**src/e2q_pkg.sv**
```systemverilog
// e2q_pkg: types and constants shared by the euler to quaternion core
// no dependencies
`default_nettype none
package e2q_pkg;

    localparam int ANGLE_W   = 16;
    localparam int COMP_W    = 16;
    localparam int CW        = 34;   // cordic datapath width, q30 with headroom
    localparam int TRIG_W    = 18;   // q16 cosine or sine
    localparam int ATAN_N    = 24;

    localparam logic signed [CW-1:0] GAIN_Q30    = 34'sd652032874;
    localparam logic signed [CW-1:0] PI_Q30      = 34'sd3373259426;
    localparam logic signed [CW-1:0] HALF_PI_Q30 = 34'sd1686629713;

    typedef struct packed {
        logic signed [ANGLE_W-1:0] roll;
        logic signed [ANGLE_W-1:0] pitch;
        logic signed [ANGLE_W-1:0] yaw;
    } angles_t;

    typedef struct packed {
        logic signed [COMP_W-1:0] quat_w;
        logic signed [COMP_W-1:0] quat_x;
        logic signed [COMP_W-1:0] quat_y;
        logic signed [COMP_W-1:0] quat_z;
    } quat_t;

    // atan(2^-i) in q30, truncated
    function automatic logic signed [CW-1:0] atan_q30(input logic [4:0] i);
        logic signed [CW-1:0] r;
        begin
            case (i)
                5'd0:  r = 34'sd843314856;
                5'd1:  r = 34'sd497837829;
                5'd2:  r = 34'sd263043836;
                5'd3:  r = 34'sd133525158;
                5'd4:  r = 34'sd67021686;
                5'd5:  r = 34'sd33543515;
                5'd6:  r = 34'sd16775850;
                5'd7:  r = 34'sd8388437;
                5'd8:  r = 34'sd4194282;
                5'd9:  r = 34'sd2097149;
                5'd10: r = 34'sd1048575;
                5'd11: r = 34'sd524287;
                5'd12: r = 34'sd262143;
                5'd13: r = 34'sd131071;
                5'd14: r = 34'sd65535;
                5'd15: r = 34'sd32767;
                5'd16: r = 34'sd16383;
                5'd17: r = 34'sd8191;
                5'd18: r = 34'sd4095;
                5'd19: r = 34'sd2047;
                5'd20: r = 34'sd1023;
                5'd21: r = 34'sd511;
                5'd22: r = 34'sd255;
                5'd23: r = 34'sd127;
                default: r = '0;
            endcase
            return r;
        end
    endfunction

endpackage
`default_nettype wire

```
**src/e2q_cordic_lane.sv**
```systemverilog
// e2q_cordic_lane: pipelined rotation cordic giving cos and sin of a half angle
// depends on e2q_pkg
`default_nettype none
module e2q_cordic_lane #(
    parameter int STAGES = 16
) (
    input  wire logic                                clk,
    input  wire logic                                en,
    input  wire logic signed [e2q_pkg::ANGLE_W-1:0]  angle,
    output logic signed [e2q_pkg::TRIG_W-1:0]        cos_q16,
    output logic signed [e2q_pkg::TRIG_W-1:0]        sin_q16
);
    import e2q_pkg::*;

    localparam int N = (STAGES > ATAN_N) ? ATAN_N : STAGES;

    logic signed [CW-1:0] x_reg [N+1];
    logic signed [CW-1:0] y_reg [N+1];
    logic signed [CW-1:0] z_reg [N+1];
    logic                 flip_reg [N+1];
    logic signed [CW-1:0] z_in;
    logic signed [CW-1:0] z_next;
    logic                 flip_next;
    logic signed [CW-1:0] xr;
    logic signed [CW-1:0] yr;
    logic signed [CW-1:0] cos_next;
    logic signed [CW-1:0] sin_next;

    // range reduction of the half angle by pi
    always_comb
    begin
        z_in = {{(CW-ANGLE_W-17){angle[ANGLE_W-1]}}, angle, 17'd0};
        z_next = z_in;
        flip_next = 1'b0;
        if (z_in > HALF_PI_Q30)
        begin
            z_next = z_in - PI_Q30;
            flip_next = 1'b1;
        end
        else if (z_in < -HALF_PI_Q30)
        begin
            z_next = z_in + PI_Q30;
            flip_next = 1'b1;
        end
    end

    always_ff @(posedge clk)
    begin
        if (en)
        begin
            x_reg[0]    <= GAIN_Q30;
            y_reg[0]    <= '0;
            z_reg[0]    <= z_next;
            flip_reg[0] <= flip_next;
        end
    end

    // one micro-rotation per stage
    for (genvar i = 0; i < N; i++)
    begin : g_stage
        always_ff @(posedge clk)
        begin
            if (en)
            begin
                flip_reg[i+1] <= flip_reg[i];
                if (!z_reg[i][CW-1])
                begin
                    x_reg[i+1] <= x_reg[i] - (y_reg[i] >>> i);
                    y_reg[i+1] <= y_reg[i] + (x_reg[i] >>> i);
                    z_reg[i+1] <= z_reg[i] - atan_q30(5'(i));
                end
                else
                begin
                    x_reg[i+1] <= x_reg[i] + (y_reg[i] >>> i);
                    y_reg[i+1] <= y_reg[i] - (x_reg[i] >>> i);
                    z_reg[i+1] <= z_reg[i] + atan_q30(5'(i));
                end
            end
        end
    end

    // undo the pi shift and round to q16
    always_comb
    begin
        xr = flip_reg[N] ? -x_reg[N] : x_reg[N];
        yr = flip_reg[N] ? -y_reg[N] : y_reg[N];
        cos_next = (xr + CW'(8192)) >>> 14;
        sin_next = (yr + CW'(8192)) >>> 14;
    end

    always_ff @(posedge clk)
    begin
        if (en)
        begin
            cos_q16 <= cos_next[TRIG_W-1:0];
            sin_q16 <= sin_next[TRIG_W-1:0];
        end
    end
endmodule
`default_nettype wire

```
**config.mk**
```make
export PLATFORM = sky130hd
export DESIGN_NAME = e2q_cordic_lane
export DESIGN_NICKNAME = d
export VERILOG_FILES = /design/src/e2q_pkg.sv /design/src/e2q_cordic_lane.sv
export SDC_FILE = /design/constraint.sdc
export NUM_CORES = 2
export LEC_CHECK = 0
export ABC_CLOCK_PERIOD_IN_PS = 8100
export BUFFER_PORTS_ARGS = -buffer_cell sky130_fd_sc_hd__buf_2
export CAP_MARGIN = 20
export CORE_ASPECT_RATIO = 1.1
export CORE_MARGIN = 1
export CORE_UTILIZATION = 53
export DETAILED_ROUTE_END_ITERATION = 7
export GPL_TIMING_DRIVEN = 0
export PLACE_DENSITY = 0.68
export SETUP_SLACK_MARGIN = 0.5
export SYNTH_ARGS = -nofsm -noshare
export SYNTH_HDL_FRONTEND = slang
export SYNTH_SLANG_ARGS = --single-unit
export TNS_END_PERCENT = 50
```
**constraint.sdc**
```tcl
create_clock -name clk -period 8.1 [get_ports clk]
set_clock_uncertainty 0.05 [all_clocks]
set_input_delay 0.405 -clock clk [delete_from_list [all_inputs] [get_ports clk]]
set_output_delay 0.405 -clock clk [all_outputs]
set_load 0.005 [all_outputs]
```
* After elaboration in Yosys (flattened, before gate mapping)
Memories as Yosys holds them, arrays and structs flattened.
Cells that the tools add are included.
** Cells by class
- Add/subtract/negate cells :: 101
- Multiply operators :: 0
- Divide/modulo/power cells :: 0
- Order comparisons :: 2
- Equal/unequal tests :: 0
- Shift operators :: 0
- Muxes and demuxes :: 152
- Bitwise gates (word level) :: 48
- Reductions and logical operators :: 0
** Operator list (number)
- $mux 34 :: 50
- $mux 1 :: 100
- $add 34x19->34 :: 2
- $add 34x20->34 :: 2
- $add 34x21->34 :: 2
- $add 34x22->34 :: 2
- $add 34x23->34 :: 2
- $add 34x24->34 :: 2
- $add 34x25->34 :: 2
- $add 34x26->34 :: 2
- $add 34x27->34 :: 2
- $add 34x28->34 :: 2
- $add 34x29->34 :: 2
- $add 34x30->34 :: 2
- $add 34x31->34 :: 2
- $add 34x32->34 :: 2
- $add 34x33->34 :: 2
- $sub 34x19->34 :: 2
- $sub 34x20->34 :: 2
- $sub 34x21->34 :: 2
- $sub 34x22->34 :: 2
- $sub 34x23->34 :: 2
- $sub 34x24->34 :: 2
- $sub 34x25->34 :: 2
- other kinds (50) :: 109
** Storage, ports and cells
- Bits in registers :: 36
- Latch bits :: 0
- Memory bits (writable) :: 1751
- ROM bits :: 0
- Output and inout port bits :: 36
- Memories kept :: 4
** Memory list
- x_reg :: words 17, bits a word 34, rd ports 17, clocked after Yosys merged registers in 0, write ports 17, RTL line e2q_cordic_lane.sv:17 : logic signed [CW-1:0] x_reg [N+1];
- y_reg :: words 17, bits a word 34, rd ports 17, clocked after Yosys merged registers in 0, write ports 17, RTL line e2q_cordic_lane.sv:18 : logic signed [CW-1:0] y_reg [N+1];
- z_reg :: words 17, bits a word 34, rd ports 16, clocked after Yosys merged registers in 0, write ports 17, RTL line e2q_cordic_lane.sv:19 : logic signed [CW-1:0] z_reg [N+1];
- flip_reg :: words 17, bits a word 1, rd ports 17, clocked after Yosys merged registers in 0, write ports 17, RTL line e2q_cordic_lane.sv:20 : logic flip_reg [N+1];

* Longest topological paths before layout
An unclocked memory read counts as a cell.
- Depth in word-level cells :: 5
- Mapped depth :: 22
- Gate-level depth less buffers :: 21

* Worst setup path after synthesis
Ideal clock, no wire load.
- Path kind :: input to register
- From :: input en
- To :: memory x_reg[4][32], data pin
- Setup time :: 0.262 ns
- Arrival time :: 4.824 ns
- Setup slack :: 2.963 ns
- Stages on the path :: 19
- Path buffers :: 4
- Path through :: clkbuf_1 > clkbuf_1 > nand2_1 > inv_1 > clkbuf_1 > buf_1 > nor2_1 > xor2_1 > ha_1 > a211oi_1 > nor2_1 > o221a_2 > a21oi_1 > a21oi_1 > a211oi_1 > nor3_1 > a2111oi_0 > a21oi_1 > xor2_1
** RTL lines
- start: declaration :: RTL line e2q_cordic_lane.sv:8 : input wire logic en,
- end: declaration :: RTL line e2q_cordic_lane.sv:17

==> impl_metrics.json <==
{
  "status": "completed",
  "grtUsageTotal_pct": 28.5,
  "fmax_mhz": 139,
  "ys_seq_area_share_pct": 35.4,
  "fin_ws_ns": 0.882,
  "netlist_area_sq_um": 129000,
  "cp.required_ns": 8.68,
  "place_inst": 16800,
  "grt_pass1_vias": 101000,
  "hold_path.class": "in -> reg",
  "ant_nets": 0,
  "cts_htree_levels": 4,
  "grt_max_degree": 76,
  "syn_nets": 15000,
  "place_congestion": 0.981,
  "vias": 105000,
  "clock_latency_ns": 0.88,
  "die_w_um": 473,
  "synthCells": 13500,
  "finalNonFillerCells": 17200,
  "yosysWarningCount": 0,
  "first_iter_violations": 7465,
  "clock_path_buffers": 4,
  "setup_viol": 0,
  "cts_buffers": 182,
  "tightest_slew_ns": 1.38,
  "crit_path_end_kind": "flop",
  "cts_tree": "done",
  "whs_ns": 0.0530,
  "ys_ff_latch": 1524,
  "drive_above_1_share_pct": 3.99,
  "die_area_sq_um": 246000,
  "wl_per_cell_um": 21.0,
  "port-buffer-count": 48,
  "largest_register_ffs": 509,
  "dieHeight_um": 520,
  "cts_resized": 0,
  "period_needed_ns": 7.22,
  "mostFrequentLayoutCells": "1524 x edfxtp_1, 1424 x ha_1, 1268 x a21oi_1",
  "std_cell_rows": 189,
  "dr.pass1.iters": 8,
  "io_pins": 54,
  "maxSlewViolCount": 0,
  "rsz0062_at_grt": "false",
  "drcViolationCount": 0,
  "place_ws_ns": -0.565,
  "core_area_sq_um": 242000,
  "placed_area_sq_um": 134000,
  "async_flop_share_pct": 0,
  "cp.arrival_ns": 7.80,
  "hpwlAfterDp_um": 289000,
  "clkSlewWorstSetupHoldPaths_ns": 0.06,
  "fillCellCount": 21100,
  "antenna_found_initial": 9,
  "critPathLaunchType": "primary input",
  "multi_input_area_sq_um": 80500,
  "synth.avg_cell_area_sq_um": 9.56,
  "layout.nets": 15300,
  "final_common_cell": "edfxtp_1",
  "synthFlopType": "edfxtp_1",
  "viasPerCell": 6.10,
  "grt_overflow": 0,
  "synth-edff-count": 1524,
  "post-route-cell-area_sq_um": 140000,
  "cts_sinks": 1524,
  "synth_cell_types": 94,
  "start_util_pct": 53.4,
  "path_class": "in -> reg",
  "regArea_sq_um": 45800,
  "cts_root_buffer": "clkbuf_16",
  "relSlewSlack_pct": 7.14,
  "area_growth_pct": 8.54,
  "crit_fanout": 54,
  "period_share_pct": 89.1,
  "max-cap-violations": 0,
  "drt-total-wl_um": 360000,
  "hold_violations": 0,
  "grt_pass1_wl_um": 558000
}
[per-stage QoR]
step / utilization [%] / TNS (ns)
4_1_cts: 58.0 / 0
3_5_place_dp: 55.5 / -6.47
2_1_floorplan: - / 0
6_report: 58.0 / 0
3_3_place_gp: 55.2 / -1772.84
5_1_grt: 58.0 / 0
[logic make-up (layout without fill, tap and decap cells)]
kind of cell | Yosys count | count (layout) | share of synthesized area (%)
xor+xnor | 1882 | 1882 | 12.8
mux | 113 | 113 | 0.924
other cells | 0 | 4 | 0
flops | 1524 | 1524 | 35.4
buf+inv | 755 | 1165 | 2.20
simple gates | 3643 | 3643 | 13.7
compound gates | 4114 | 4114 | 20.4
fa+ha+maj | 1472 | 1472 | 14.5
[cell usage after synthesis (all sizes together) (178+ instances only)]
cell type,n,area share [%]
a21oi,1269,4.9
nand3,260,1.0
nand2,778,2.3
xor2,624,4.2
o21ai,778,3.0
o21a,238,1.4
nor3,337,1.3
nand2b,220,1.1
clkbuf,185,0.54
edfxtp,1524,35
nor2b,178,0.86
ha,1424,14
nor2,1131,3.3
inv,528,1.5
a21o,595,3.5
xnor2,1258,8.5
[worst max-delay path, cell delays in order]
cell       delay, ns
buf_4           0.15
buf_16          0.29
clkbuf_1        0.58
nand2_1         0.70
clkinv_1        0.39
clkbuf_1        0.52
clkbuf_2        0.74
nor2_1          0.11
xor2_1          0.17
ha_1            0.35
o21a_1          0.21
a2111oi_2       0.48
o21ai_0         0.26
a221oi_1        0.56
o21ai_1         0.28
a41oi_1         0.45
a2111oi_0       0.28
o31ai_1         0.30
a21oi_1         0.12
xnor2_1         0.28
[cell type report]
| class | instances | area share (%) |
|---|---|---|
| diodes | 4 | 0.00714 |
| plain buffers | 219 | 0.646 |
| clock buffers | 210 | 3.36 |
| clock inverters | 103 | 0.746 |
| inverters | 535 | 1.43 |
| multi-input cells | 11200 | 57.5 |
| flip-flops and latches | 1524 | 32.7 |
| well taps | 3247 | 2.90 |
| repair buffers | 98 | 0.800 |
[path summary, 6_finish.rpt]
check	slack, ns	from	endpoint	cells after the start
worst max register to register	1.32	z_reg[5][33]	x_reg[6][33]	17
worst min-delay path	0.05	en	flip_reg[0][3]	2
worst min register to register	0.36	flip_reg[0][13]	flip_reg[0][14]	0
worst max-delay path	0.88	en	x_reg[6][33]	20
[layer usage]
layer | track usage, % | vias up | share of wire, %
met4 | 13.6 | 0 | 5.1
met2 | 49.5 | 2717 | 48
met3 | 3.07 | 749 | 4.4
met5 | 0 | - | 0
li1 | - | 51000 | -
met1 | 35.1 | 50200 | 42
[what timing repair did]
| action | 4_1_cts | 5_1_grt |
|---|---|---|
| hold endpoints to repair | 38 | 0 |
| hold buffers | 16 | 0 |
| endpoints found under the setup margin | 5 | 0 |
| buffers inserted | 0 | 0 |
Power is left out: the tool's default activity adds up to more than one toggle a clock period on the data nets, which glitch-free logic cannot reach.
